`src/rtl/tsct_pkg.sv`:
```
// ----------------------------------------------------------------------------
// tsct_pkg: shared types and constants of the sleep countdown table
// Slot count, counter width and the command and status bundles that pass
// between the controller and the datapath.
// ----------------------------------------------------------------------------
package tsct_pkg;

  localparam int SLOTS       = 32;
  localparam int COUNT_WIDTH = 16;
  localparam int IDX_W       = (SLOTS > 1) ? $clog2(SLOTS) : 1;

  // function codes of an input transaction
  localparam logic FUNC_SET  = 1'b0;
  localparam logic FUNC_TICK = 1'b1;

  // controller to datapath commands
  typedef struct packed {
    logic accept_set;
    logic accept_tick;
    logic sweep;
    logic load_out;
  } tsct_cmd_t;

  // datapath to controller status
  typedef struct packed {
    logic last;
  } tsct_sts_t;

endpackage

```
`src/rtl/task_sleep_countdown_table_top.sv`:
```
// ----------------------------------------------------------------------------
// task_sleep_countdown_table_top: sleep countdown table for task slots
// Keeps a sleep mask and one countdown per slot, reports woken slots on ticks.
// ----------------------------------------------------------------------------
// usage
//   input channel in_valid/in_ready carries in_func, in_slot, in_count.
//   a set transaction (func 0) stores a count for a slot and marks it asleep.
//   a tick transaction (func 1) decrements every sleeping nonzero count and
//   wakes every sleeping slot whose count is already zero.
//   each input transaction yields one result on out_valid/out_ready with
//   out_woken_mask and out_sleeping_mask.
// sequencing
//   a set passes from acceptance through the done state to the output register.
//   a tick runs one read-modify-write step of the countdown RAM per slot,
//   32 steps, set by the single write port of that RAM, then the done state.
//   a new transaction is accepted once the previous result sits in the
//   output register.
// reset and stall
//   reset clears the sleep mask and the output valid; countdowns need no
//   clearing since only the counts of sleeping slots are used.
//   while the receiver stalls, the result holds and one more transaction is
//   worked up to its result, then input ready stays low.
// ----------------------------------------------------------------------------
module task_sleep_countdown_table_top
  import tsct_pkg::*;
(
  input  logic        clk,
  input  logic        rst_n,
  input  logic        in_valid,
  output logic        in_ready,
  input  logic        in_func,
  input  logic [4:0]  in_slot,
  input  logic [15:0] in_count,
  output logic        out_valid,
  input  logic        out_ready,
  output logic [31:0] out_woken_mask,
  output logic [31:0] out_sleeping_mask
);

  tsct_cmd_t cmd;
  tsct_sts_t sts;

  // controller
  tsct_ctrl u_ctrl (
    .clk       (clk),
    .rst_n     (rst_n),
    .in_valid  (in_valid),
    .in_ready  (in_ready),
    .in_func   (in_func),
    .out_valid (out_valid),
    .out_ready (out_ready),
    .cmd       (cmd),
    .sts       (sts)
  );

  // datapath
  tsct_dp u_dp (
    .clk               (clk),
    .rst_n             (rst_n),
    .in_slot           (in_slot),
    .in_count          (in_count),
    .cmd               (cmd),
    .sts               (sts),
    .out_woken_mask    (out_woken_mask),
    .out_sleeping_mask (out_sleeping_mask)
  );

endmodule

```
`src/rtl/tsct_ram.sv`:
```
// ----------------------------------------------------------------------------
// tsct_ram: generic single write, single read RAM
// One write port and one read port, read data registered.
// ----------------------------------------------------------------------------
module tsct_ram #(
  parameter int WIDTH = 16,
  parameter int DEPTH = 32
) (
  input  logic                                     clk,
  input  logic                                     we,
  input  logic [((DEPTH > 1) ? $clog2(DEPTH) : 1)-1:0] waddr,
  input  logic [WIDTH-1:0]                         wdata,
  input  logic [((DEPTH > 1) ? $clog2(DEPTH) : 1)-1:0] raddr,
  output logic [WIDTH-1:0]                         rdata
);

  logic [WIDTH-1:0] mem_r [DEPTH];

  // write port and registered read port
  always_ff @(posedge clk) begin
    if (we) begin
      mem_r[waddr] <= wdata;
    end
    rdata <= mem_r[raddr];
  end

endmodule

```
`src/rtl/tsct_ctrl.sv`:
```
// ----------------------------------------------------------------------------
// tsct_ctrl: controller of the sleep countdown table
// Accepts transactions, runs the tick sweep and hands results to the
// output register.
// ----------------------------------------------------------------------------
module tsct_ctrl
  import tsct_pkg::*;
(
  input  logic      clk,
  input  logic      rst_n,
  input  logic      in_valid,
  output logic      in_ready,
  input  logic      in_func,
  output logic      out_valid,
  input  logic      out_ready,
  output tsct_cmd_t cmd,
  input  tsct_sts_t sts
);

  typedef enum logic [2:0] {
    ST_IDLE  = 3'b001,
    ST_SWEEP = 3'b010,
    ST_DONE  = 3'b100
  } state_t;

  state_t state_r, state_nxt;
  logic   out_valid_r, out_valid_nxt;
  logic   in_fire;
  logic   out_free;

  assign in_ready  = (state_r == ST_IDLE);
  assign in_fire   = in_valid && in_ready;
  assign out_free  = !out_valid_r || out_ready;
  assign out_valid = out_valid_r;

  // next state and commands
  always_comb begin
    state_nxt        = state_r;
    cmd.accept_set   = 1'b0;
    cmd.accept_tick  = 1'b0;
    cmd.sweep        = 1'b0;
    cmd.load_out     = 1'b0;
    unique case (state_r)
      ST_IDLE: begin
        if (in_fire) begin
          if (in_func == FUNC_TICK) begin
            cmd.accept_tick = 1'b1;
            state_nxt       = ST_SWEEP;
          end else begin
            cmd.accept_set = 1'b1;
            state_nxt      = ST_DONE;
          end
        end
      end
      ST_SWEEP: begin
        cmd.sweep = 1'b1;
        if (sts.last) begin
          state_nxt = ST_DONE;
        end
      end
      ST_DONE: begin
        if (out_free) begin
          cmd.load_out = 1'b1;
          state_nxt    = ST_IDLE;
        end
      end
      default: begin
        state_nxt = ST_IDLE;
      end
    endcase
  end

  // output valid flag
  always_comb begin
    out_valid_nxt = out_valid_r;
    if (cmd.load_out) begin
      out_valid_nxt = 1'b1;
    end else if (out_ready) begin
      out_valid_nxt = 1'b0;
    end
  end

  always_ff @(posedge clk) begin
    if (!rst_n) begin
      state_r     <= ST_IDLE;
      out_valid_r <= 1'b0;
    end else begin
      state_r     <= state_nxt;
      out_valid_r <= out_valid_nxt;
    end
  end

endmodule

```
`src/rtl/tsct_dp.sv`:
```
// ----------------------------------------------------------------------------
// tsct_dp: datapath of the sleep countdown table
// Sleep mask, countdown RAM, sweep index, woken mask and output registers.
// ----------------------------------------------------------------------------
module tsct_dp
  import tsct_pkg::*;
(
  input  logic        clk,
  input  logic        rst_n,
  input  logic [4:0]  in_slot,
  input  logic [15:0] in_count,
  input  tsct_cmd_t   cmd,
  output tsct_sts_t   sts,
  output logic [31:0] out_woken_mask,
  output logic [31:0] out_sleeping_mask
);

  logic [SLOTS-1:0]       sleep_r, sleep_nxt;
  logic [SLOTS-1:0]       woken_r, woken_nxt;
  logic [IDX_W-1:0]       idx_r, idx_nxt;
  logic [31:0]            woken_out_r, sleep_out_r;
  logic                   slot_ok;
  logic                   ram_we;
  logic [IDX_W-1:0]       ram_waddr, ram_raddr;
  logic [COUNT_WIDTH-1:0] ram_wdata, ram_rdata;
  logic                   cur_asleep;
  logic                   cur_zero;

  assign slot_ok    = (32'(in_slot) < 32'(SLOTS));
  assign cur_asleep = sleep_r[idx_r];
  assign cur_zero   = (ram_rdata == '0);
  assign sts.last   = (idx_r == IDX_W'(SLOTS - 1));

  // countdown store port control
  always_comb begin
    if (cmd.sweep) begin
      ram_we    = cur_asleep && !cur_zero;
      ram_waddr = idx_r;
      ram_wdata = ram_rdata - COUNT_WIDTH'(1);
      ram_raddr = idx_r + IDX_W'(1);
    end else begin
      ram_we    = cmd.accept_set && slot_ok;
      ram_waddr = IDX_W'(in_slot);
      ram_wdata = COUNT_WIDTH'(in_count);
      ram_raddr = '0;
    end
  end

  tsct_ram #(
    .WIDTH (COUNT_WIDTH),
    .DEPTH (SLOTS)
  ) u_ram (
    .clk   (clk),
    .we    (ram_we),
    .waddr (ram_waddr),
    .wdata (ram_wdata),
    .raddr (ram_raddr),
    .rdata (ram_rdata)
  );

  // mask, woken and sweep index update
  always_comb begin
    sleep_nxt = sleep_r;
    woken_nxt = woken_r;
    idx_nxt   = idx_r;
    if (cmd.accept_set) begin
      woken_nxt = '0;
      if (slot_ok) begin
        sleep_nxt[IDX_W'(in_slot)] = 1'b1;
      end
    end
    if (cmd.accept_tick) begin
      woken_nxt = '0;
      idx_nxt   = '0;
    end
    if (cmd.sweep) begin
      idx_nxt = idx_r + IDX_W'(1);
      if (cur_asleep && cur_zero) begin
        woken_nxt[idx_r] = 1'b1;
        sleep_nxt[idx_r] = 1'b0;
      end
    end
  end

  always_ff @(posedge clk) begin
    if (!rst_n) begin
      sleep_r <= '0;
    end else begin
      sleep_r <= sleep_nxt;
    end
  end

  always_ff @(posedge clk) begin
    woken_r <= woken_nxt;
    idx_r   <= idx_nxt;
  end

  // output result register
  always_ff @(posedge clk) begin
    if (cmd.load_out) begin
      woken_out_r <= 32'(woken_r);
      sleep_out_r <= 32'(sleep_r);
    end
  end

  assign out_woken_mask    = woken_out_r;
  assign out_sleeping_mask = sleep_out_r;

endmodule
```
`config.mk`:
```
export PLATFORM = sky130hd
export DESIGN_NAME = task_sleep_countdown_table_top
export DESIGN_NICKNAME = d
export VERILOG_FILES = /design/src/rtl/tsct_pkg.sv /design/src/rtl/task_sleep_countdown_table_top.sv /design/src/rtl/tsct_ram.sv /design/src/rtl/tsct_ctrl.sv /design/src/rtl/tsct_dp.sv
export SDC_FILE = /design/constraint.sdc
export NUM_CORES = 1
export LEC_CHECK = 0
export ABC_AREA = 1
export BUFFER_PORTS_ARGS = -buffer_cell sky130_fd_sc_hd__buf_2
export CAP_MARGIN = 10
export CORE_ASPECT_RATIO = 1.2
export CORE_MARGIN = 2
export CORE_UTILIZATION = 46
export CTS_BUF_LIST = sky130_fd_sc_hd__clkbuf_8
export DETAILED_ROUTE_END_ITERATION = 10
export HOLD_SLACK_MARGIN = 0.06
export PLACE_DENSITY_LB_ADDON = 0.08
export SLEW_MARGIN = 10
export SYNTH_ARGS = -nofsm -noshare
export SYNTH_HDL_FRONTEND = slang
export SYNTH_SLANG_ARGS = --single-unit
```
`constraint.sdc`:
```
create_clock -name clk -period 5.4 [get_ports clk]
set_input_delay 0.54 -clock clk [delete_from_list [all_inputs] [get_ports clk]]
set_output_delay 0.54 -clock clk [all_outputs]
set_load 0.01 [all_outputs]
```
==> impl_results.md, run 1 <==
* Number of post-CTS setup repair buffers at 0
* Violation count after the first detailed-routing iteration at 1586
* Worst min-delay path endpoint: u_ctrl.out_valid$_SDFFE_PN0P_
* Highest net fanout along the worst path at 37
* Areal power density over the cells at 321 mW/mm^2
* Number of primary I/O pins at 92
* Power, Total at 10.2 mW
* Maximum clock frequency at 231 MHz
* Hold Fails Final Rpt at 0
* Leakage at 13.4 nW
* Max_slew headroom at 21.7%
* Final-report setup violation count at 0
* MaxCap Viol Count at 0
* Clock tree root buffer cell: sky130_fd_sc_hd__clkbuf_8
* Routed Wire Length at 80800 um
* Net count of the mapped netlist at 2835
* Buffers added on ports at 91
* Number of flops mapped to enable cells by yosys at 581
* Reg2Reg Launch Point: u_dp.idx_r[0]$_DFFE_PP_
* Initial DRT Pass Iterations at 7
* Initial standard-cell utilization of the core at 46.5%
* R2r worst-path depth at 12
* Clk pin slew, worst setup/hold paths at 0.07 ns
* Top area cells in the synthesized netlist: sky130_fd_sc_hd__edfxtp_1 (62%), sky130_fd_sc_hd__nand2_1 (9.5%), sky130_fd_sc_hd__nand3_1 (6.1%), sky130_fd_sc_hd__dfxtp_1 (5.9%), sky130_fd_sc_hd__inv_1 (5.8%)
* Unrepaired setup endpoints after global routing: false
* Worst hold path class: input pin to flip-flop
* Number of antenna violations at the first check in global routing at 2
* Number of buffers added by the clock tree synthesis step at 104
* Largest stage delay on the critical path at 0.79 ns
* Portion of the clock cycle consumed by the worst path in the final layout at 80.3%
* Pins over their slew limit at 0
* Detail-routed net length per standard cell at 21.1 um
* Family with the most delay on the worst path: simple AND/OR/NAND/NOR gates
* All-layer global routing usage at 25.7%
* Kind of critical path: flip-flop to flip-flop
* Standard cell with the maximum stage delay on the critical path: sky130_fd_sc_hd__edfxtp_1
* Number of gates resized after CTS at 0
* Cell type with the highest occurrence count on the critical path: sky130_fd_sc_hd__nand2_1
* Height of the die at 276 um
* Required time of the worst setup path at 5.97 ns
* Clock latency on the worst-skew pair at 0.71 ns
* Number of warnings printed during yosys synthesis at 0
* Worst Setup SP: u_dp.idx_r[0]$_DFFE_PP_
* Die Span X at 231 um
* Fillcell total at 5625
* Maximum number of pins on one net before global-route repair at 210
* Dominant register cell in the synthesized netlist: sky130_fd_sc_hd__edfxtp_1
* Commonest cells after routing, fill and taps aside: sky130_fd_sc_hd__nand2_1 (716), sky130_fd_sc_hd__edfxtp_1 (581), sky130_fd_sc_hd__inv_1 (481)
* Leading cell type in the layout, fill and taps excluded: sky130_fd_sc_hd__nand2_1
* Total negative slack for setup checks at 0 ns
* Worst reg-to-reg setup slack at 1.06 ns
* Transition time at the pin with the least slew margin at 1.17 ns
* Mean cell area of the mapped netlist at 10.1 um^2
* Setup clock skew after layout at 0.0323 ns
* Status: finished, final reports clean
* Routability congestion estimate at 0.860
* Synthesized area at 0.0284 mm^2
* Critical path cell sequence: buf_4, ha_1, inv_1, nor2_4, nor2_1, nor2_4, buf_4, nand3_1, nand3_1, nand2_1, nand2_1, nand2_1
* H-tree lvl count at 3
* RR Endpoint: u_dp.u_ram.rdata[4]$_DFF_P_
* Number of different library cells in the post-synthesis netlist at 32
* Global-route wire length before repair at 122000 um
* Fraction of the yosys area taken by sequential cells at 67.4%
* Worst ir drop on vdd at 0.195 mV
* Total of flip-flops plus latches after synthesis at 665
* CTS tree: built
* Routed Antenna Nets at 0
* Standard cell core area at 0.0609 mm^2
* CP Buf/Inv Count at 3
* Number of rows in the core area at 99
* Share of Yosys cell area claimed by the top area cell type at 61.5%
* Number of vias in the routed layout at 19726
* Number of buffers between clock root and the deepest sink at 3
* Vias in the first global route at 19256
* Worst min-delay path startpoint: out_ready
* Worst hold stages at 4
* Synthesized netlist cell count at 2802
* Total clock sinks at 665
* Type of element capturing the critical path: flip-flop
* Async set or reset register ratio after synthesis at 0%
* Largest area contributor in the synthesized netlist: sky130_fd_sc_hd__edfxtp_1
* Critical path startpoint category: flip-flop
* Remaining DRCs at 0
* Crit path time final at 4.34 ns
* Final layout net count at 2965
* Via density per instance at 5.15
* Data arrival, critical path at 4.91 ns
* P&R area growth vs syn at 12.4%
* Die area at 0.0637 mm^2
* Layout cell share with drive strength beyond 1 at 12.2%
* Grt total ovfl at 0
* Placed wire-length estimate at 48500 um
[layout make-up]
class / count / area (um^2) / area share (%)
timing repair buffer: 154 / 988 / 3.10
clock inverter: 76 / 384 / 1.20
tap: 808 / 1010 / 3.17
antenna: 2 / 5.00 / 0.0157
inverter: 443 / 1670 / 5.22
sequential: 665 / 19100 / 60.0
clock buffer: 116 / 1600 / 5.01
multi-input combinational: 1564 / 7110 / 22.3
[tightest hold or removal path: stages]
cell	delay (ns)
sky130_fd_sc_hd__buf_2	0.07
sky130_fd_sc_hd__nor2_1	0.07
sky130_fd_sc_hd__inv_1	0.07
sky130_fd_sc_hd__a21oi_1	0.06
[worst max path at each step]
stage          slack (ns)  cells past startpoint                                   to
2_1_floorplan        1.66                      2  u_dp.out_sleeping_mask[0]$_DFFE_PP_
3_3_place_gp         1.10                     12   u_dp.u_ram.mem_r[11][13]$_DFFE_PP_
3_5_place_dp         1.12                     12          u_dp.u_ram.rdata[4]$_DFF_P_
4_1_cts              1.08                     12          u_dp.u_ram.rdata[4]$_DFF_P_
5_1_grt              0.87                      9          u_dp.u_ram.rdata[8]$_DFF_P_
6_report             1.06                     12          u_dp.u_ram.rdata[4]$_DFF_P_
[stage by stage]
step           hold slack, ns  cells  setup slack [ns]  cell area, um^2  util (%)
2_1_floorplan           0.408   2802              1.66            28400         -
6_report                0.174   3828              1.06            31900      52.3
5_1_grt                 0.171   3827             0.866            31900      52.3
3_5_place_dp            0.415   3633              1.12            29900      49.1
3_3_place_gp            0.417   3632              1.10            29900      49.0
4_1_cts                 0.126   3826              1.08            31900      52.3
[cell families (layout without fill, tap and decap cells)]
logic type	Yosys count	after routing	synth area share, %
xor+xnor	9	9	0.278
fa+ha+maj	7	7	0.309
simple gates	1441	1441	21.6
compound gates	107	107	2.36
buf+inv	573	789	7.98
flops	665	665	67.4
other cells	0	2	0
[flip-flops by register name, summed over array words and instances, names as in the netlist]
signal	flops
u_dp.out_woken_mask	32
u_dp.out_sleeping_mask	32
u_ctrl.state_r	3
u_dp.u_ram.mem_r	512
u_dp.sleep_r	32
u_dp.idx_r	5
u_dp.u_ram.rdata	16
u_ctrl.out_valid	1
u_dp.woken_r	32
[synthesized netlist by cell type, drive strengths merged, types with 4 or more instances]
cell     instances
inv            441
nand3          348
ha               7
o21ai           33
nor3            23
edfxtp         581
clkbuf          52
xor2             7
a31oi            4
a21oi           37
nand2          726
or2             35
nand4           32
nor2           275
o2111ai         32
buf             78
dfxtp           84
[repair_timing]
action,CTS,global route
hold buffers,1,0
hold endpoints to repair,1,0
endpoints found under the setup margin,0,0
[metal layers]
layer  GRT usage [%]  wire length, um  vias up  share of wire [%]
met2            42.3            39100      669                 48
li1                -                -     9418                  -
met5               0                0        -                  0
met3            3.28             4830      118                6.0
met4            10.1             2660        0                3.3
met1            34.6            34200     9521                 42
[where the power goes]
part / switching (mW) / internal, mW
sequential: 0.0277 / 5.64
combinational: 0.406 / 0.109
clock: 1.95 / 2.10
total: 2.38 / 7.85
(Power assumes the default switching activity.)
==> run 2, diff against run 1 <==
==> constraint.sdc (replaced) <==
create_clock -name clk -period 3.8 [get_ports clk]
set_input_delay 0.38 -clock clk [delete_from_list [all_inputs] [get_ports clk]]
set_output_delay 0.38 -clock clk [all_outputs]
set_load 0.01 [all_outputs]
==> impl_results.md, run 2 (synthesized netlist as in run 1, its figures left out) <==
* Status: finished, final reports clean
* Portion of the clock cycle consumed by the worst path in the final layout at 82.0%
* Global-route wire length before repair at 124000 um
* Remaining DRCs at 0
* Flip-flop count of the largest register after layout at 512
* Unrepaired setup endpoints after global routing: false
* Number of antenna violations at the first check in global routing at 2
* Die Span X at 231 um
* Routed Wire Length at 83900 um
* MaxCap Viol Count at 0
* Number of primary I/O pins at 92
* Met3 Usage GRT at 3.44%
* Clock tree root buffer cell: sky130_fd_sc_hd__clkbuf_8
* Met2 capacity usage during global routing at 44.1%
* Via density per instance at 5.18
* Buffers added on ports at 91
* Worst hold path class: input pin to flip-flop
* Number of post-CTS setup repair buffers at 0
* Hold Fails Final Rpt at 0
* Detail-routed net length per standard cell at 21.7 um
* Setup clock skew after layout at 0.0286 ns
* Clock latency on the worst-skew pair at 0.71 ns
* Maximum number of pins on one net before global-route repair at 210
* Routability congestion estimate at 0.898
* Gr busiest metal: met2
* Reg with most FFs: u_dp.u_ram.mem_r
* Die area at 0.0637 mm^2
* Crit path time final at 3.12 ns
* Commonest cells after routing, fill and taps aside: sky130_fd_sc_hd__nand2_1 (717), sky130_fd_sc_hd__edfxtp_1 (581), sky130_fd_sc_hd__inv_1 (468)
* CTS Hold Buffers Added at 9
* Initial DRT Pass Iterations at 5
* Leakage at 13.6 nW
* Clk pin slew, worst setup/hold paths at 0.06 ns
* Number of vias in the routed layout at 20004
* Routed Antenna Nets at 0
* Worst ir drop on vdd at 0.406 mV
* Number of gates resized after CTS at 0
* R2r worst-path depth at 10
* Kind of critical path: flip-flop to flip-flop
* Number of buffers between clock root and the deepest sink at 3
* Critical path startpoint category: flip-flop
* Highest net fanout along the worst path at 17
* Areal power density over the cells at 457 mW/mm^2
* Met1 track demand over resource at 34.4%
* Violation count after the first detailed-routing iteration at 1881
* Transition time at the pin with the least slew margin at 1.20 ns
* Number of rows in the core area at 99
* Final-report setup violation count at 0
* Maximum clock frequency at 321 MHz
* Vias in the first global route at 19462
* H-tree lvl count at 3
* Leading cell type in the layout, fill and taps excluded: sky130_fd_sc_hd__nand2_1
* Required time of the worst setup path at 4.39 ns
* Height of the die at 276 um
* Type of element capturing the critical path: flip-flop
* All-layer global routing usage at 26.3%
* Data arrival, critical path at 3.71 ns
* Total clock sinks at 665
* Worst hold stages at 6
* Final layout net count at 2994
* Max_slew headroom at 20.1%
* Standard cell core area at 0.0609 mm^2
* Placed wire-length estimate at 52300 um
* P&R area growth vs syn at 13.7%
* Initial standard-cell utilization of the core at 46.5%
* Number of buffers added by the clock tree synthesis step at 106
* Power, Total at 14.7 mW
* Grt total ovfl at 0
* CTS tree: built
* Pins over their slew limit at 0
* Layout cell share with drive strength beyond 1 at 12.9%
* Total negative slack for setup checks at 0 ns
==> run 2: changes by cell type in the layout (fill, tap and decap cells not counted), sizes merged, moves of 2 or more <==
| cell | change |
|---|---|
| clkbuf | -2 |
| buf | +19 |
| clkinvlp | +3 |
| inv | -12 |
| clkinv | +15 |
| dlygate4sd3 | +8 |
==> run 2: path summary, 6_finish.rpt <==
path | from | to | slack [ns]
min reg2reg | u_dp.woken_r[4]$_DFF_P_ | u_dp.out_woken_mask[4]$_DFFE_PP_ | 0.42
min | in_slot[3] | u_dp.sleep_r[7]$_SDFF_PN0_ | 0.20
max reg2reg | u_dp.idx_r[0]$_DFFE_PP_ | u_dp.u_ram.rdata[7]$_DFF_P_ | 0.68
max | u_dp.idx_r[0]$_DFFE_PP_ | u_dp.u_ram.rdata[7]$_DFF_P_ | 0.68
==> run 2: worst max-delay path: stages (launching register included) <==
cell and delay, ns:
sky130_fd_sc_hd__edfxtp_1 0.61, sky130_fd_sc_hd__buf_4 0.30, sky130_fd_sc_hd__ha_1 0.19, sky130_fd_sc_hd__nand2_1 0.13, sky130_fd_sc_hd__nor2_1 0.14, sky130_fd_sc_hd__ha_1 0.24
sky130_fd_sc_hd__nand2_1 0.07, sky130_fd_sc_hd__buf_4 0.26, sky130_fd_sc_hd__clkinv_1 0.58, sky130_fd_sc_hd__nand2_1 0.38, sky130_fd_sc_hd__nand2_1 0.08
==> run 2: where the power goes <==
| part | internal [mW] | leakage (nW) | switching (mW) | total, mW |
|---|---|---|---|---|
| sequential | 8.02 | 5.93 | 0.0383 | 8.06 |
| combinational | 0.175 | 6.48 | 0.617 | 0.792 |
| clock | 3.04 | 1.16 | 2.86 | 5.90 |
| total | 11.2 | 13.6 | 3.51 | 14.7 |
==> run 2: cell type report <==
type,instances,area [um^2]
Fill cell,5607,28700
Multi-Input combinational cell,1564,7140
Inverter,443,1670
Sequential cell,665,19100
Antenna cell,1,2.50
Tap cell,808,1010
Clock inverter,83,463
Timing Repair Buffer,181,1280
Clock buffer,114,1570
==> run 2: metrics by stage <==
stage          area, um^2  worst slack [ns]  std cells  hold WS [ns]  utilization [%]
6_report            32300             0.683       3859         0.203             52.9
5_1_grt             32300             0.535       3859         0.201             52.9
4_1_cts             32300             0.677       3858         0.125             52.9
3_5_place_dp        30100             0.724       3652         0.413             49.4
3_3_place_gp        30100             0.754       3652         0.415             49.4
2_1_floorplan       28400             0.158       2802         0.408                -
==> run 2: routing by layer <==
metal  vias to the layer above  share of wire (%)
met5                         -                  0
met4                         0                3.8
met3                       158                6.3
met2                       769                 49
met1                      9599                 41
li1                       9478                  -
==> run 3, diff against run 2 <==
==> constraint.sdc (replaced) <==
create_clock -name clk -period 3.06 [get_ports clk]
set_input_delay 0.306 -clock clk [delete_from_list [all_inputs] [get_ports clk]]
set_output_delay 0.306 -clock clk [all_outputs]
set_load 0.01 [all_outputs]
==> impl_results.md, run 3 (synthesized netlist as in run 1, its figures left out) <==
* Maximum number of pins on one net before global-route repair at 129
* Max_slew headroom at 21.2%
* Die Span X at 231 um
* Final-report setup violation count at 0
* Via density per instance at 5.15
* Routability congestion estimate at 0.942
* Number of buffers added by the clock tree synthesis step at 104
* Worst reg-to-reg setup slack at 0.39 ns
* MaxCap Viol Count at 0
* Buffers added on ports at 91
* Layout cell share with drive strength beyond 1 at 13.1%
* Global-route wire length before repair at 120000 um
* Placed wire-length estimate at 51200 um
* CTS tree: built
* Number of primary I/O pins at 92
* P&R area growth vs syn at 14.1%
* Number of antenna violations at the first check in global routing at 1
* Flip-flop count of the largest register after layout at 512
* Final std cells w/o fill at 3872
* Standard cell core area at 0.0609 mm^2
* Detail-routed net length per standard cell at 20.9 um
* Portion of the clock cycle consumed by the worst path in the final layout at 87.2%
* Clock tree root buffer cell: sky130_fd_sc_hd__clkbuf_8
* Kind of critical path: flip-flop to flip-flop
* Number of post-CTS setup repair buffers at 0
* Remaining DRCs at 0
* Number of rows in the core area at 99
* Routed Antenna Nets at 0
* Leading cell type in the layout, fill and taps excluded: sky130_fd_sc_hd__nand2_1
* Pins over their slew limit at 0
* Number of vias in the routed layout at 19931
* All-layer global routing usage at 25.4%
* Required time of the worst setup path at 3.69 ns
* Worst Setup SP: u_dp.idx_r[0]$_DFFE_PP_
* Reg with most FFs: u_dp.u_ram.mem_r
* Setup clock skew after layout at 0.0342 ns
* Commonest cells after routing, fill and taps aside: sky130_fd_sc_hd__nand2_1 (717), sky130_fd_sc_hd__edfxtp_1 (581), sky130_fd_sc_hd__inv_1 (486)
* Areal power density over the cells at 558 mW/mm^2
* Type of element capturing the critical path: flip-flop
* Final layout net count at 3009
* Clk pin slew, worst setup/hold paths at 0.06 ns
* Routed Wire Length at 81100 um
* Total clock sinks at 665
* H-tree lvl count at 3
* Status: finished, final reports clean
* Die area at 0.0637 mm^2
* Unrepaired setup endpoints after global routing: false
* Clock latency on the worst-skew pair at 0.71 ns
* Violation count after the first detailed-routing iteration at 1773
* Number of gates resized after CTS at 0
* Worst ir drop on vdd at 0.327 mV
* Height of the die at 276 um
* Number of placed instances, taps included at 3670
* CTS Hold Buffers Added at 8
* Reg2Reg Launch Point: u_dp.idx_r[0]$_DFFE_PP_
* Transition time at the pin with the least slew margin at 1.18 ns
* Leakage at 13.7 nW
* Vias in the first global route at 18932
* Initial standard-cell utilization of the core at 46.5%
* Number of buffers between clock root and the deepest sink at 3
* Grt total ovfl at 0
* Crit path time final at 2.67 ns
* Maximum clock frequency at 375 MHz
* Total negative slack for setup checks at 0 ns
* Critical path startpoint category: flip-flop
* Data arrival, critical path at 3.30 ns
* Hold Fails Final Rpt at 0
* Highest net fanout along the worst path at 47
* Initial DRT Pass Iterations at 6
* Worst hold path class: input pin to flip-flop
* Worst min-delay path startpoint: in_slot[3]
==> run 3: critical path, cell delays in order, from the launching register on <==
cell                       delay [ns]
sky130_fd_sc_hd__edfxtp_1        0.46
sky130_fd_sc_hd__inv_4           0.26
sky130_fd_sc_hd__ha_1            0.36
sky130_fd_sc_hd__nand2_8         0.30
sky130_fd_sc_hd__buf_12          0.29
sky130_fd_sc_hd__nand3_1         0.11
sky130_fd_sc_hd__nand3_1         0.09
sky130_fd_sc_hd__nand3_1         0.19
sky130_fd_sc_hd__nand2_1         0.23
sky130_fd_sc_hd__nand2_1         0.10
sky130_fd_sc_hd__nand2_1         0.08
==> run 3: power by group <==
| part | total (mW) | internal (mW) | switching [mW] |
|---|---|---|---|
| Clock | 7.07 | 3.63 | 3.44 |
| Combinational | 0.993 | 0.233 | 0.760 |
| Sequential | 9.99 | 9.96 | 0.0347 |
| Total | 18.1 | 13.8 | 4.24 |
==> run 3: final timing paths <==
path                                                             to  depth (start not counted)
worst max-delay path                    u_dp.u_ram.rdata[9]$_DFF_P_                         10
worst min-delay path                    u_dp.sleep_r[19]$_SDFF_PN0_                          6
worst max register to register          u_dp.u_ram.rdata[9]$_DFF_P_                         10
worst min register to register  u_dp.out_sleeping_mask[7]$_DFFE_PP_                          0
==> run 3: stage by stage <==
stage          worst slack [ns]  hold WS (ns)  area, um^2  util [%]  power (mW)
2_1_floorplan             0.162         0.408       28400         -        10.7
3_3_place_gp              0.448         0.416       30300      49.7        11.2
3_5_place_dp              0.427         0.417       30300      49.7        11.2
4_1_cts                   0.422        0.0802       32400      53.1        18.2
5_1_grt                   0.132         0.153       32400      53.1        18.7
6_report                  0.391         0.142       32400      53.1        18.1
==> run 3: cell type report <==
class / count / area, um^2
clock inverters: 74 / 344
well taps: 808 / 1010
clock buffers: 119 / 1640
flip-flops and latches: 665 / 19100
multi-input cells: 1564 / 7110
repair buffers: 198 / 1470
fillers: 5618 / 28600
diodes: 1 / 2.50
inverters: 443 / 1670
==> run 3: metal layers <==
metal  routed length (um)  vias to the layer above  share of wire (%)  global-route usage [%]
li1                     -                     9503                  -                       -
met1                34200                     9608                 42                    34.2
met2                39500                      683                 49                    42.1
met3                 4810                      137                5.9                    3.38
met4                 2600                        0                3.2                    9.73
met5                    0                        -                  0                       0
